$ cat src/rtl/crsf_frame_receiver_macros.svh
// assertion macros shared by the crsf receiver rtl
// no dependencies; included inside module bodies
`ifndef CRSF_FRAME_RECEIVER_MACROS_SVH
`define CRSF_FRAME_RECEIVER_MACROS_SVH

// same-cycle implication, disabled while reset is asserted
`define CRSF_ASSERT_IMPL(label, clk, rst_n, ante, cons) \
    label: assert property (@(posedge clk) disable iff (!(rst_n)) (ante) |-> (cons)) \
        else $error("crsf receiver check failed");

// next-cycle implication, disabled while reset is asserted
`define CRSF_ASSERT_NEXT(label, clk, rst_n, ante, cons) \
    label: assert property (@(posedge clk) disable iff (!(rst_n)) (ante) |=> (cons)) \
        else $error("crsf receiver check failed");

`endif

$ cat src/rtl/crsf_pkg.sv
// types, codes and crc helper for the crsf frame receiver
// no dependencies
package crsf_pkg;

    typedef enum logic [1:0] {
        PH_HUNT,
        PH_LEN,
        PH_BODY
    } t_phase;

    localparam logic [7:0] CFG_SYNC_ADDR = 8'd0;
    localparam logic [7:0] CFG_RC_TYPE   = 8'd1;

    localparam logic [7:0] SYNC_ADDR_RESET = 8'hC8;
    localparam logic [7:0] RC_TYPE_RESET   = 8'h16;
    localparam logic [7:0] CRC_POLY        = 8'hD5;

    typedef struct packed {
        logic        frame_good;
        logic        crc_mismatch;
        logic [7:0]  frame_kind;
        logic        rc_frame;
        logic [31:0] bytes_seen;
        logic [31:0] good_frames;
        logic [31:0] rc_frames;
        logic [7:0]  last_good_kind;
    } t_result;

    // crc-8 dvb-s2, msb first, one byte
    function automatic logic [7:0] crc8_step(input logic [7:0] crc, input logic [7:0] data);
        logic [7:0] c;
        c = crc ^ data;
        for (int i = 0; i < 8; i++) begin
            if (c[7]) begin
                c = {c[6:0], 1'b0} ^ CRC_POLY;
            end else begin
                c = {c[6:0], 1'b0};
            end
        end
        return c;
    endfunction

endpackage

$ cat src/rtl/crsf_if.sv
// channel interfaces of the crsf frame receiver: byte in, result out, config write
// depends on nothing
interface crsf_byte_if;
    logic       valid;
    logic       ready;
    logic [7:0] rx_byte;
    modport source (output valid, output rx_byte, input ready);
    modport sink   (input valid, input rx_byte, output ready);
endinterface

interface crsf_result_if;
    logic        valid;
    logic        ready;
    logic        frame_good;
    logic        crc_mismatch;
    logic [7:0]  frame_kind;
    logic        rc_frame;
    logic [31:0] bytes_seen;
    logic [31:0] good_frames;
    logic [31:0] rc_frames;
    logic [7:0]  last_good_kind;
    modport source (output valid, output frame_good, output crc_mismatch, output frame_kind,
                    output rc_frame, output bytes_seen, output good_frames, output rc_frames,
                    output last_good_kind, input ready);
    modport sink   (input valid, input frame_good, input crc_mismatch, input frame_kind,
                    input rc_frame, input bytes_seen, input good_frames, input rc_frames,
                    input last_good_kind, output ready);
endinterface

interface crsf_cfg_if;
    logic       valid;
    logic       ready;
    logic [7:0] index;
    logic [7:0] data;
    modport source (output valid, output index, output data, input ready);
    modport sink   (input valid, input index, input data, output ready);
endinterface

$ cat src/rtl/crsf_frame_receiver.sv
// crsf frame receiver top level: parser, crc-8 check and statistics counters
// depends on crsf_pkg, crsf_if.sv and crsf_frame_receiver_macros.svh
//
// usage:
//   i_rx takes one raw serial byte per transaction. every accepted byte produces
//   exactly one transaction on o_res with frame flags, the frame type and the
//   running byte / good frame / rc frame counters (all wrap at 32 bits).
//   i_cfg writes index 0 (sync address) or index 1 (rc frame type); other
//   indexes are ignored. it is always ready; write only while the block is idle.
//   latency: the result for a byte is valid the cycle after the byte is taken.
//   throughput: one byte per cycle unless stalled; parsing, crc update and
//   counters are done in one pass between byte handshake and result register.
//   stall: i_rx.ready drops only while a result sits unclaimed in the output
//   register and o_res.ready is low; a result is never dropped or repeated.
//   reset (i_rst_n low, synchronous): parser back to hunting, counters and
//   last type to zero, registers to 0xC8 and 0x16, output register empty.
module crsf_frame_receiver #(
    parameter int MAX_BODY = 64
) (
    input  logic                 i_clk,
    input  logic                 i_rst_n,
    crsf_byte_if.sink            i_rx,
    crsf_result_if.source        o_res,
    crsf_cfg_if.sink             i_cfg
);
    import crsf_pkg::*;
    `include "crsf_frame_receiver_macros.svh"

    localparam int LW = $clog2(MAX_BODY + 1);

    t_phase      r_phase, n_phase;
    logic [LW-1:0] r_len, n_len;
    logic [LW-1:0] r_idx, n_idx;
    logic [7:0]  r_kind, n_kind;
    logic [7:0]  r_crc, n_crc;
    logic [31:0] r_bytes, n_bytes;
    logic [31:0] r_good, n_good;
    logic [31:0] r_rc, n_rc;
    logic [7:0]  r_recent, n_recent;
    logic [7:0]  r_sync_addr;
    logic [7:0]  r_rc_type;
    logic        r_out_valid;
    t_result     r_out, n_out;

    logic rx_fire;
    logic [LW-1:0] idx_inc;
    logic [7:0] kind_now;

    assign i_rx.ready  = !r_out_valid || o_res.ready;
    assign rx_fire     = i_rx.valid && i_rx.ready;
    assign i_cfg.ready = 1'b1;

    always_ff @(posedge i_clk) begin
        if (!i_rst_n) begin
            r_sync_addr <= SYNC_ADDR_RESET;
            r_rc_type   <= RC_TYPE_RESET;
        end else if (i_cfg.valid) begin
            case (i_cfg.index)
                CFG_SYNC_ADDR: r_sync_addr <= i_cfg.data;
                CFG_RC_TYPE:   r_rc_type   <= i_cfg.data;
                default:       ;
            endcase
        end
    end

    always_ff @(posedge i_clk) begin
        if (!i_rst_n) begin
            r_phase <= PH_HUNT;
        end else if (rx_fire) begin
            r_phase <= n_phase;
        end
    end

    assign idx_inc  = r_idx + 1'b1;
    assign kind_now = (r_idx == '0) ? i_rx.rx_byte : r_kind;

    always_comb begin
        n_phase  = r_phase;
        n_len    = r_len;
        n_idx    = r_idx;
        n_kind   = r_kind;
        n_crc    = r_crc;
        n_bytes  = r_bytes + 32'd1;
        n_good   = r_good;
        n_rc     = r_rc;
        n_recent = r_recent;
        n_out    = '0;
        case (r_phase)
            PH_HUNT: begin
                if (i_rx.rx_byte == r_sync_addr) begin
                    n_phase = PH_LEN;
                end
            end
            PH_LEN: begin
                if (i_rx.rx_byte < 8'd2 || i_rx.rx_byte > 8'(MAX_BODY)) begin
                    n_phase = PH_HUNT;
                end else begin
                    n_len   = LW'(i_rx.rx_byte);
                    n_idx   = '0;
                    n_crc   = '0;
                    n_kind  = '0;
                    n_phase = PH_BODY;
                end
            end
            PH_BODY: begin
                n_kind = kind_now;
                n_idx  = idx_inc;
                if (idx_inc >= r_len) begin
                    // last body byte carries the crc
                    n_phase = PH_HUNT;
                    if (r_crc == i_rx.rx_byte) begin
                        n_out.frame_good = 1'b1;
                        n_out.frame_kind = kind_now;
                        n_good           = r_good + 32'd1;
                        n_recent         = kind_now;
                        if (kind_now == r_rc_type) begin
                            n_out.rc_frame = 1'b1;
                            n_rc           = r_rc + 32'd1;
                        end
                    end else begin
                        n_out.crc_mismatch = 1'b1;
                    end
                end else begin
                    n_crc = crc8_step(r_crc, i_rx.rx_byte);
                end
            end
            default: begin
                n_phase = PH_HUNT;
            end
        endcase
        n_out.bytes_seen     = n_bytes;
        n_out.good_frames    = n_good;
        n_out.rc_frames      = n_rc;
        n_out.last_good_kind = n_recent;
    end

    always_ff @(posedge i_clk) begin
        if (!i_rst_n) begin
            r_len       <= '0;
            r_idx       <= '0;
            r_kind      <= '0;
            r_crc       <= '0;
            r_bytes     <= '0;
            r_good      <= '0;
            r_rc        <= '0;
            r_recent    <= '0;
            r_out_valid <= 1'b0;
        end else begin
            if (rx_fire) begin
                r_len    <= n_len;
                r_idx    <= n_idx;
                r_kind   <= n_kind;
                r_crc    <= n_crc;
                r_bytes  <= n_bytes;
                r_good   <= n_good;
                r_rc     <= n_rc;
                r_recent <= n_recent;
                r_out_valid <= 1'b1;
            end else if (o_res.ready) begin
                r_out_valid <= 1'b0;
            end
        end
    end

    always_ff @(posedge i_clk) begin
        if (rx_fire) begin
            r_out <= n_out;
        end
    end

    assign o_res.valid          = r_out_valid;
    assign o_res.frame_good     = r_out.frame_good;
    assign o_res.crc_mismatch   = r_out.crc_mismatch;
    assign o_res.frame_kind     = r_out.frame_kind;
    assign o_res.rc_frame       = r_out.rc_frame;
    assign o_res.bytes_seen     = r_out.bytes_seen;
    assign o_res.good_frames    = r_out.good_frames;
    assign o_res.rc_frames      = r_out.rc_frames;
    assign o_res.last_good_kind = r_out.last_good_kind;

    `CRSF_ASSERT_IMPL(a_flags_exclusive, i_clk, i_rst_n, r_out_valid,
        !(r_out.frame_good && r_out.crc_mismatch))
    `CRSF_ASSERT_IMPL(a_rc_needs_good, i_clk, i_rst_n, r_out_valid && r_out.rc_frame,
        r_out.frame_good)
    `CRSF_ASSERT_NEXT(a_fire_gives_result, i_clk, i_rst_n, rx_fire,
        r_out_valid && r_out.bytes_seen == r_bytes)
    `CRSF_ASSERT_IMPL(a_body_len_valid, i_clk, i_rst_n, r_phase == PH_BODY,
        r_len >= LW'(2) && r_idx < r_len)
    `CRSF_ASSERT_IMPL(a_counters_follow, i_clk, i_rst_n, r_out_valid,
        r_out.rc_frames == r_rc && r_out.good_frames == r_good)

endmodule

$ cat src/flat_wrapper.sv
// flat-port wrapper written by rule: the top's interface ports become plain ports
module crsf_frame_receiver_flat import crsf_pkg::*;
#(
    parameter int MAX_BODY = 64
)
  (i_clk, i_rst_n, i_rx_valid, i_rx_rx_byte, i_rx_ready, o_res_valid, o_res_frame_good, o_res_crc_mismatch, o_res_frame_kind, o_res_rc_frame, o_res_bytes_seen, o_res_good_frames, o_res_rc_frames, o_res_last_good_kind, o_res_ready, i_cfg_valid, i_cfg_index, i_cfg_data, i_cfg_ready);
  crsf_byte_if i_rx_i ();
  crsf_result_if o_res_i ();
  crsf_cfg_if i_cfg_i ();
  input  logic i_clk;
  input  logic i_rst_n;
  input wire logic [$bits(i_rx_i.valid)-1:0] i_rx_valid;
  input wire logic [$bits(i_rx_i.rx_byte)-1:0] i_rx_rx_byte;
  output wire logic [$bits(i_rx_i.ready)-1:0] i_rx_ready;
  output wire logic [$bits(o_res_i.valid)-1:0] o_res_valid;
  output wire logic [$bits(o_res_i.frame_good)-1:0] o_res_frame_good;
  output wire logic [$bits(o_res_i.crc_mismatch)-1:0] o_res_crc_mismatch;
  output wire logic [$bits(o_res_i.frame_kind)-1:0] o_res_frame_kind;
  output wire logic [$bits(o_res_i.rc_frame)-1:0] o_res_rc_frame;
  output wire logic [$bits(o_res_i.bytes_seen)-1:0] o_res_bytes_seen;
  output wire logic [$bits(o_res_i.good_frames)-1:0] o_res_good_frames;
  output wire logic [$bits(o_res_i.rc_frames)-1:0] o_res_rc_frames;
  output wire logic [$bits(o_res_i.last_good_kind)-1:0] o_res_last_good_kind;
  input wire logic [$bits(o_res_i.ready)-1:0] o_res_ready;
  input wire logic [$bits(i_cfg_i.valid)-1:0] i_cfg_valid;
  input wire logic [$bits(i_cfg_i.index)-1:0] i_cfg_index;
  input wire logic [$bits(i_cfg_i.data)-1:0] i_cfg_data;
  output wire logic [$bits(i_cfg_i.ready)-1:0] i_cfg_ready;
  assign i_rx_i.valid = i_rx_valid;
  assign i_rx_i.rx_byte = i_rx_rx_byte;
  assign i_rx_ready = i_rx_i.ready;
  assign o_res_valid = o_res_i.valid;
  assign o_res_frame_good = o_res_i.frame_good;
  assign o_res_crc_mismatch = o_res_i.crc_mismatch;
  assign o_res_frame_kind = o_res_i.frame_kind;
  assign o_res_rc_frame = o_res_i.rc_frame;
  assign o_res_bytes_seen = o_res_i.bytes_seen;
  assign o_res_good_frames = o_res_i.good_frames;
  assign o_res_rc_frames = o_res_i.rc_frames;
  assign o_res_last_good_kind = o_res_i.last_good_kind;
  assign o_res_i.ready = o_res_ready;
  assign i_cfg_i.valid = i_cfg_valid;
  assign i_cfg_i.index = i_cfg_index;
  assign i_cfg_i.data = i_cfg_data;
  assign i_cfg_ready = i_cfg_i.ready;
  crsf_frame_receiver #(.MAX_BODY(MAX_BODY)) u_core (.i_clk(i_clk), .i_rst_n(i_rst_n), .i_rx(i_rx_i), .o_res(o_res_i), .i_cfg(i_cfg_i));
endmodule
$ cat config.mk
export PLATFORM = sky130hd
export DESIGN_NAME = crsf_frame_receiver_flat
export DESIGN_NICKNAME = d
export VERILOG_FILES = /design/src/rtl/crsf_pkg.sv /design/src/rtl/crsf_if.sv /design/src/rtl/crsf_frame_receiver.sv /design/src/flat_wrapper.sv
export VERILOG_INCLUDE_DIRS = /design/src /design/src/rtl
export SDC_FILE = /design/constraint.sdc
export NUM_CORES = 1
export LEC_CHECK = 0
export BUFFER_PORTS_ARGS = -buffer_cell sky130_fd_sc_hd__buf_2
export CAP_MARGIN = 20
export CORE_MARGIN = 10
export CORE_UTILIZATION = 25
export CTS_CLUSTER_SIZE = 25
export DETAILED_ROUTE_END_ITERATION = 7
export GPL_ROUTABILITY_DRIVEN = 0
export PLACE_DENSITY = 0.43
export SETUP_SLACK_MARGIN = 0.15
export SYNTH_ARGS = -nofsm -noshare
export SYNTH_HDL_FRONTEND = slang
export SYNTH_SLANG_ARGS = --single-unit
$ cat constraint.sdc
create_clock -name i_clk -period 14.5 [get_ports i_clk]
set_input_delay 1.45 -clock i_clk [delete_from_list [all_inputs] [get_ports i_clk]]
set_output_delay 1.45 -clock i_clk [all_outputs]
set_load 0.02 [all_outputs]
==> results of run 1 <==
## registers in the layout (all words and copies together), names as in the netlist, 32 cells and up
name                      flops
u_core.o_res.good_frames     32
u_core.o_res.rc_frames       32
u_core.r_good                32
u_core.o_res.bytes_seen      32
u_core.r_bytes               32
u_core.r_rc                  32
## where the power goes
group          leakage [nW]  switching [mW]  total (mW)  internal, mW
logic                  2.78          0.0736       0.103        0.0293
registers              2.38         0.00593       0.809         0.803
clock network         0.560           0.333       0.882         0.550
total                  5.72           0.412        1.79          1.38
## how the worst max path moves through the flow
stage                                           endpoint                         start
floorplan           u_core.o_res.bytes_seen[0]$_DFFE_PP_                   o_res_ready
CTS                         u_core.r_rc[14]$_SDFFE_PN0P_               i_rx_rx_byte[0]
global route        u_core.o_res.rc_frames[22]$_DFFE_PP_  u_core.r_idx[0]$_SDFFE_PN0P_
global placement            u_core.r_rc[21]$_SDFFE_PN0P_               i_rx_rx_byte[0]
finish              u_core.o_res.rc_frames[22]$_DFFE_PP_               i_rx_rx_byte[7]
detailed placement          u_core.r_rc[14]$_SDFFE_PN0P_               i_rx_rx_byte[0]
## worst register-to-register path, delay by kind of cell (launching register included)
kind | cells | cell delay [ns]
AO/OA/AOI/OAI | 2 | 0.24
XOR/XNOR | 2 | 0.32
adder cells (fa/ha/maj) | 2 | 0.47
buffers and inverters | 2 | 1.10
flip-flops | 1 | 0.43
AND/OR/NAND/NOR | 5 | 1.58
## per-layer routing
layer	global-route usage (%)	up-vias	wire length, um
li1	-	4817	-
met1	15.09	4660	16660
met2	18.43	180	16350
met3	2.564	49	1749
met4	3.283	0	710
met5	0	-	0
## cells by family after synthesis
group / count (synthesis) / share of synthesized area, %
other: 1 / 0.02923
adders and majority gates: 16 / 1.560
DFF: 268 / 50.79
and+or+nand+nor: 549 / 20.88
AOI/OAI and AO/OA: 139 / 6.885
xor gates and xnor gates: 185 / 12.96
muxes: 46 / 3.608
buffers and inverters: 106 / 3.286
## layout by cell type, fill, tap and decap left out, drive strengths merged, types with 5 or more instances in the layout
cell / count
and3: 17
xnor2: 89
o21ai: 31
nor2: 178
bufinv: 6
a221oi: 5
dfxtp: 153
nor3: 32
nor4: 31
or4: 10
ha: 16
nand2: 125
and4: 5
buf: 154
mux2i: 44
and2: 8
edfxtp: 115
a21boi: 5
or2: 7
nand2b: 20
a22oi: 8
xor2: 93
a31oi: 11
clkbuf: 47
clkinv: 6
nand3: 57
inv: 40
a21oi: 48
or3: 27
nand4: 25
## stage by stage
step	instances	total power, mW	hold slack (ns)	util (%)
floorplan	1310	0.8921	0.4363	-
global placement	2066	0.9320	0.4429	28.10
detailed placement	2066	0.9319	0.4487	28.10
CTS	2128	1.832	0.4562	30.39
global route	2129	1.867	0.4701	30.42
finish	2129	1.795	0.4557	30.42
## cell type report
type                       count  area share, %
multi-input combinational    936          38.39
tap                          672          5.476
timing repair buffer         154          5.216
sequential                   268          42.44
clock buffer                  47          5.925
inverter                      37         0.9535
clock inverter                15          1.597
==> reports/metrics.csv, run 1 <==
metric,value,unit
clock_path_buffers,3,
dp_hpwl,24640,um
yosysTopAreaCellShare,26.92,%
synth_seq_cells,268,
numCtsBuffers,34,
grt_max_degree,83,
synth_commonest_cells,"nor2_1, dfxtp_1, nand2_1",
hold_depth,2,
drt-total-wl,35470,um
synth_fp_nets,1355,
skew,0.03107,ns
antenna_found_initial,0,
core_area,0.05048,mm2
io_pins,147,
drive_above_1_share,15.72,%
path_cells,buf_2 > xnor2_1 > ha_1 > nand4_1 > nor2_1 > nand4_1 > buf_4 > inv_1 > nand4_1 > nor3_1 > xor2_1,
area_delta_synth_final,19.67,%
synth_warnings,0,
crit_cells,11,
dr.pass1.iters,5,
critPathBufInv,3,
netlist_instances,1310,
num-fill-cells,5275,
maxSlewViolCount,0,
drv_cap,0,
final_nets,1476,
p_leak,5.724,nW
reg2reg_slack,10.08,ns
root_buffer,clkbuf_16,
critPathMaxStageDelay,0.81,ns
design_area,0.01535,mm2
period_minus_slack,4.529,ns
max-slew-margin-rel,30.52,%
core.rowCount,82,
tightest_slew,1.041,ns
cts_setup_buffers,0,
finalSetupTns,0,ns
grt_first_pass_wirelength,55140,um
crit_type,in -> reg,
io_buffers,145,
finalHoldViolations,0,
ir_worst_vdd,0.09524,mV
tritoncts,yes,
vias_per_cell,4.559,
worstReg2RegStart,u_core.r_idx[0]$_SDFFE_PN0P_,
hold_path_end,u_core.r_recent[2]$_SDFFE_PN0P_,
path_max_fanout,32,
status,"complete, no violations",
fp.dieW,246.5,um
die-area,0.06078,mm2
rsz0062_at_grt,false,
num_vias,9706,
regArea,0.006516,mm2
synth_top_flop_cell,dfxtp_1,
min_period_over_period,31.24,%
antennaDiodeCount,0,
critPathArrivalTime,4.80,ns
cts_hold_buf,0,
clock_latency,0.54,ns
synth.largest_area_cell,edfxtp_1,
clk_pin_slew,0.06,ns
yosysSeqAreaShare,50.79,%
worstHoldStart,u_core.r_recent[2]$_SDFFE_PN0P_,
cp-end-kind,flip-flop,
ys_types,65,
hold_path_class,reg -> reg,
netlist_area,0.01283,mm2
worst_slack,9.971,ns
drc,0,
syn_avg_cell_area,9.794,um2
placed_cell_area,0.01418,mm2
cts_resized,0,
multi_input_area,0.005894,mm2
synth_edf_count,115,
grt_util_all_layers,11.45,%
grt_pass1_vias,9285,
wl_per_cell,16.66,um
max_freq,220.8,MHz
r2r-end,u_core.o_res.rc_frames[22]$_DFFE_PP_,
p_per_area,116.9,mW/mm2
crit_top_cell,nand4_1,
cp.required,14.77,ns
ant_nets,0,
start_util,25.42,%
yosysMostFrequentCell,nor2_1,
ctsHtreeMaxLevel,2,
drtIter0Drc,516,
die_y,246.5,um
dp_slack,8.788,ns
cp-start-kind,input port,
cp_slowest_cell,inv_1,
cts_sinks,268,
setup_viol,0,
cp_top_family,simple AND/OR/NAND/NOR gates,
rr_worst_depth,13,
async_reset_ff_share,0,%
grt-ovfl-total,0,
synthTopCellsByArea,"edfxtp_1, dfxtp_1, xor2_1, xnor2_1, nor2_1",
No activity file was read; power rests on OpenSTA's default activity.
==> run 2, diff against run 1 <==
==> constraint.sdc (replaced) <==
create_clock -name i_clk -period 4.3 [get_ports i_clk]
set_input_delay 0.43 -clock i_clk [delete_from_list [all_inputs] [get_ports i_clk]]
set_output_delay 0.43 -clock i_clk [all_outputs]
set_load 0.02 [all_outputs]
==> reports/metrics.csv, run 2 (synthesis gave the netlist of run 1 again) <==
metric,value,unit,change
clock_latency,0.53,ns,about the same
io_pins,147,,unchanged
numPlacedInstances,2076,,+0.48%
power_frac_comb,5.9,%,+0.2 points
grt_first_pass_wirelength,55550,um,+0.74%
p_per_area,383.3,mW/mm2,+230%
wl_met2,16290,um,-0.38%
cts_sinks,268,,unchanged
max_freq,272.6,MHz,
skew,0.01788,ns,-0.01319 ns
vias_per_cell,4.543,,-0.36%
finalNonFillerCells,2140,,+0.52%
setup_viol,0,,unchanged
tightest_slew,0.9276,ns,-0.1134 ns
drive_above_1_share,16.49,%,+0.77 points
root_buffer,clkbuf_16,,
drc,0,,unchanged
layout_commonest_cell,nor2_1,,
cp-end-kind,flip-flop,,
die_y,246.5,um,unchanged
design_area,0.01537,mm2,+0.11%
die-area,0.06078,mm2,unchanged
placed_cell_area,0.01426,mm2,+0.53%
cts_resized,0,,unchanged
period_minus_slack,3.668,ns,
fin_util,30.45,%,+0.035 points
cp_top_family,simple AND/OR/NAND/NOR gates,,
crit_start,u_core.r_idx[0]$_SDFFE_PN0P_,,
core.rowCount,82,,unchanged
min_period_over_period,85.30,%,
cp-start-kind,flip-flop,,
layout_common_cells,"nor2_1, dfxtp_1, buf_2",,
hold_path_class,in -> reg,,
dp_hpwl,24720,um,+0.35%
worstReg2RegStart,u_core.r_idx[0]$_SDFFE_PN0P_,,
core_area,0.05048,mm2,unchanged
clk_pin_slew,0.06,ns,about the same
antennaDiodeCount,0,,unchanged
final_nets,1487,,+0.75%
area_delta_synth_final,19.81,%,
critPathArrivalTime,4.12,ns,-0.68 ns
wl_per_cell,16.62,um,-0.22%
ctsHtreeMaxLevel,2,,unchanged
grt_util_all_layers,11.49,%,+0.041 points
met3_wirelength,1765,um,+0.91%
cp_slowest_cell,or4_1,,
max-slew-margin-rel,37.93,%,+7.4 points
num_vias,9721,,+0.15%
maxSlewViolCount,0,,unchanged
switching_share,23.74,%,+0.76 points
status,"complete, no violations",,
numCtsBuffers,35,,+2.9%
grt_max_degree,47,,-43%
path_max_fanout,11,,-66%
wl_met1,16790,um,+0.78%
cp.required,4.75,ns,-10.02 ns
rr_worst_depth,12,,-1
antenna_found_initial,0,,unchanged
drv_cap,0,,unchanged
rsz0062_at_grt,false,,
finalSetupTns,0,ns,unchanged
p_int,4.494,mW,+230%
cts_setup_buffers,0,,unchanged
drtIter0Drc,518,,+0.39%
top_layer_used,met4,,
finalHoldViolations,0,,unchanged
grt-ovfl-total,0,,unchanged
num-fill-cells,5289,,+0.27%
grt_pass1_vias,9629,,+3.7%
ir_worst_vdd,0.2356,mV,+150%
fp.dieW,246.5,um,unchanged
p_leak,5.750,nW,+0.47%
clkPwrFrac,47.7,%,-1.5 points
start_util,25.42,%,unchanged
clock_path_buffers,3,,unchanged
setup.worst_path.end,u_core.r_rc[5]$_SDFFE_PN0P_,,
cts_hold_buf,0,,unchanged
dr.pass1.iters,5,,unchanged
ant_nets,0,,unchanged
critPathBufInv,1,,-2
power_frac_seq,46.3,%,+1.2 points
switchingPower,1.399,mW,+240%
drt-total-wl,35570,um,+0.29%
r2r-end,u_core.r_rc[5]$_SDFFE_PN0P_,,
crit_type,reg -> reg,,
reg2reg_slack,0.63,ns,-9.45 ns
crit_cells,12,,+1
io_buffers,145,,unchanged
critPathMaxStageDelay,0.60,ns,-0.21 ns
path_cells,ha_1 > nand3_1 > nor2_1 > xor2_1 > ha_1 > a2111oi_0 > o21ai_0 > nand4_1 > inv_1 > nand3_1 > or4_1 > a21oi_1,,
tritoncts,yes,,
==> run 2: per-layer routing <==
metal  global-route usage [%]  vias to the layer above
met5                        0                        -
met4                    3.211                        0
met3                    2.878                       46
met2                    18.48                      184
met1                    15.00                     4649
li1                         -                     4842
==> run 2: final cells by class <==
class	instances	area [um2]	area share, %
clock buffer	46	989.7	6.439
clock inverter	17	117.6	0.7652
inverter	37	146.4	0.9524
multi-input combinational	936	5894	38.35
sequential	268	6516	42.39
tap	672	840.8	5.470
timing repair buffer	164	865.8	5.633
==> run 2: power groups by stage <==
stage | Sequential, mW | Clock [mW] | Combinational, mW
6_report | 2.73 | 2.81 | 0.350
2_1_floorplan | 2.86 | 0 | 0.149
4_1_cts | 2.73 | 2.93 | 0.361
5_1_grt | 2.73 | 3.01 | 0.382
3_3_place_gp | 2.78 | 0 | 0.361
3_5_place_dp | 2.79 | 0 | 0.359
==> run 2: through the flow <==
stage	hold slack (ns)	setup WS, ns	power (mW)
after detailed placement	0.4483	0.6685	3.144
after CTS	0.09852	0.5965	6.017
after floorplan	0.4363	0.8465	3.004
after global placement	0.4422	0.7876	3.145
final	0.1438	0.6323	5.892
after global routing	0.1226	0.1900	6.125
==> run 2: worst reg2reg max path, delay by kind of cell (launching register included) <==
kind	cells	cell delay (ns)
buffers and inverters	1	0.38
and+or+nand+nor	5	1.72
adders and majority gates	2	0.46
AOI/OAI and AO/OA	3	0.40
xor gates and xnor gates	1	0.21
DFF	1	0.43
==> run 2: how the worst min path moves through the flow <==
stage	slack, ns	start	depth (start not counted)	endpoint
floorplan	0.44	u_core.r_recent[0]$_SDFFE_PN0P_	2	u_core.r_recent[0]$_SDFFE_PN0P_
global placement	0.44	u_core.r_recent[7]$_SDFFE_PN0P_	2	u_core.r_recent[7]$_SDFFE_PN0P_
detailed placement	0.45	u_core.r_recent[2]$_SDFFE_PN0P_	2	u_core.r_recent[2]$_SDFFE_PN0P_
CTS	0.1	i_cfg_data[4]	3	u_core.r_rc_type[4]$_SDFFE_PN1P_
global route	0.12	i_cfg_data[4]	3	u_core.r_rc_type[4]$_SDFFE_PN1P_
finish	0.14	i_cfg_data[4]	3	u_core.r_rc_type[4]$_SDFFE_PN1P_
==> run 3, diff against run 2 <==
--- a/config.mk
+++ b/config.mk
@@ -13,6 +13,7 @@
 export CTS_CLUSTER_SIZE = 25
 export DETAILED_ROUTE_END_ITERATION = 7
 export GPL_ROUTABILITY_DRIVEN = 0
+export MAX_ROUTING_LAYER = met4
 export PLACE_DENSITY = 0.43
 export SETUP_SLACK_MARGIN = 0.15
 export SYNTH_ARGS = -nofsm -noshare
==> reports/metrics.csv, run 3 (synthesis gave the netlist of run 1 again) <==
metric,value,unit,change
vias_per_cell,4.531,,-0.26%
min_period_over_period,85.17,%,-0.12 points
setup_viol,0,,unchanged
tritoncts,yes,,
max-slew-margin-rel,37.99,%,+0.057 points
p_per_area,382.9,mW/mm2,-0.10%
clock_path_buffers,3,,unchanged
wl_per_cell,16.59,um,-0.17%
status,"complete, no violations",,
cp.required,4.75,ns,about the same
numCtsBuffers,35,,unchanged
p_leak,5.750,nW,unchanged
core.rowCount,82,,unchanged
antenna_found_initial,0,,unchanged
critPathArrivalTime,4.11,ns,about the same
grt_pass1_vias,9642,,+0.14%
rsz0062_at_grt,false,,
cts_resized,0,,unchanged
finalSetupTns,0,ns,unchanged
grt_first_pass_wirelength,55540,um,about the same
dr.pass1.iters,5,,unchanged
core_area,0.05048,mm2,unchanged
multi_input_area,0.005894,mm2,unchanged
drv_cap,0,,unchanged
grt_max_degree,47,,unchanged
cp-start-kind,flip-flop,,
dp_hpwl,24720,um,unchanged
final_nets,1487,,unchanged
grt_util_all_layers,11.82,%,+0.33 points
maxSlewViolCount,0,,unchanged
num_vias,9696,,-0.26%
layout_common_cells,"nor2_1, dfxtp_1, buf_2",,
finalHoldViolations,0,,unchanged
die-area,0.06078,mm2,unchanged
period_minus_slack,3.662,ns,-0.005309 ns
crit_start,u_core.r_idx[0]$_SDFFE_PN0P_,,
placed_cell_area,0.01426,mm2,unchanged
num-fill-cells,5289,,unchanged
worstHoldStart,i_cfg_data[1],,
cp-end-kind,flip-flop,,
start_util,25.42,%,unchanged
clk_pin_slew,0.06,ns,about the same
root_buffer,clkbuf_16,,
io_buffers,145,,unchanged
grt-ovfl-total,0,,unchanged
clock_latency,0.53,ns,about the same
cts_hold_buf,0,,unchanged
die_y,246.5,um,unchanged
drt-total-wl,35510,um,-0.17%
cts_setup_buffers,0,,unchanged
area_delta_synth_final,19.81,%,unchanged
ant_nets,0,,unchanged
ir_worst_vdd,0.2354,mV,about the same
hold_path_class,in -> reg,,
antennaDiodeCount,0,,unchanged
drive_above_1_share,16.49,%,unchanged
cts_sinks,268,,unchanged
skew,0.01848,ns,+0.0006022 ns
drc,0,,unchanged
worstReg2RegStart,u_core.r_idx[0]$_SDFFE_PN0P_,,
io_pins,147,,unchanged
max_freq,273.0,MHz,+0.14%
fp.dieW,246.5,um,unchanged
drtIter0Drc,538,,+3.9%
tightest_slew,0.9268,ns,-0.0008449 ns
design_area,0.01537,mm2,unchanged
crit_type,reg -> reg,,
layout_commonest_cell,nor2_1,,
regArea,0.006516,mm2,unchanged
path_max_fanout,11,,unchanged
ctsHtreeMaxLevel,2,,unchanged
-- run 3: cell counts in the layout (fill, tap and decap cells not counted) --
Identical to the previous run, type by type.
-- run 3: critical path, stage by stage, from the launching register on --
cell and delay [ns]:
dfxtp_1 0.42, ha_1 0.28, nand3_1 0.19, nor2_1 0.19, xor2_1 0.21, ha_1 0.19
a2111oi_0 0.06, o21ai_0 0.19, nand4_1 0.29, inv_1 0.38, nand3_1 0.43, or4_1 0.60
a21oi_1 0.15
-- run 3: area by class of cell --
cell class | count | area share [%]
Sequential cell | 268 | 42.39
Multi-Input combinational cell | 936 | 38.35
Clock buffer | 46 | 6.439
Timing Repair Buffer | 164 | 5.633
Tap cell | 672 | 5.470
Inverter | 37 | 0.9524
Clock inverter | 17 | 0.7652
-- run 3: stage by stage --
step           power, mW  util [%]  instances  hold WS, ns  setup slack (ns)
2_1_floorplan      3.004         -       1310       0.4363            0.8465
3_3_place_gp       3.145     28.25       2076       0.4422            0.7876
3_5_place_dp       3.144     28.25       2076       0.4483            0.6685
4_1_cts            6.017     30.44       2139      0.09852            0.5965
5_1_grt            6.126     30.45       2140       0.1226            0.1900
6_report           5.886     30.45       2140       0.1447            0.6376
-- run 3: final timing paths --
| check | to | slack (ns) | cells after the start |
|---|---|---|---|
| setup / recovery | u_core.r_rc[5]$_SDFFE_PN0P_ | 0.64 | 12 |
| hold / removal | u_core.r_rc_type[1]$_SDFFE_PN1P_ | 0.14 | 3 |
| setup reg to reg | u_core.r_rc[5]$_SDFFE_PN0P_ | 0.64 | 12 |
| hold reg to reg | u_core.r_recent[0]$_SDFFE_PN0P_ | 0.45 | 2 |
-- run 3: metal layers --
| layer | track usage (%) | vias up | wire, um |
|---|---|---|---|
| li1 | - | 4843 | - |
| met1 | 15.02 | 4606 | 16690 |
| met2 | 18.51 | 199 | 16270 |
| met3 | 2.813 | 48 | 1821 |
| met4 | 3.211 | 0 | 728 |
| met5 | - | - | 0 |
-- run 3: where the power goes --
group	switching, mW	internal [mW]	total, mW
sequential	0.0203	2.71	2.73
combinational	0.248	0.102	0.350
clock	1.12	1.68	2.81
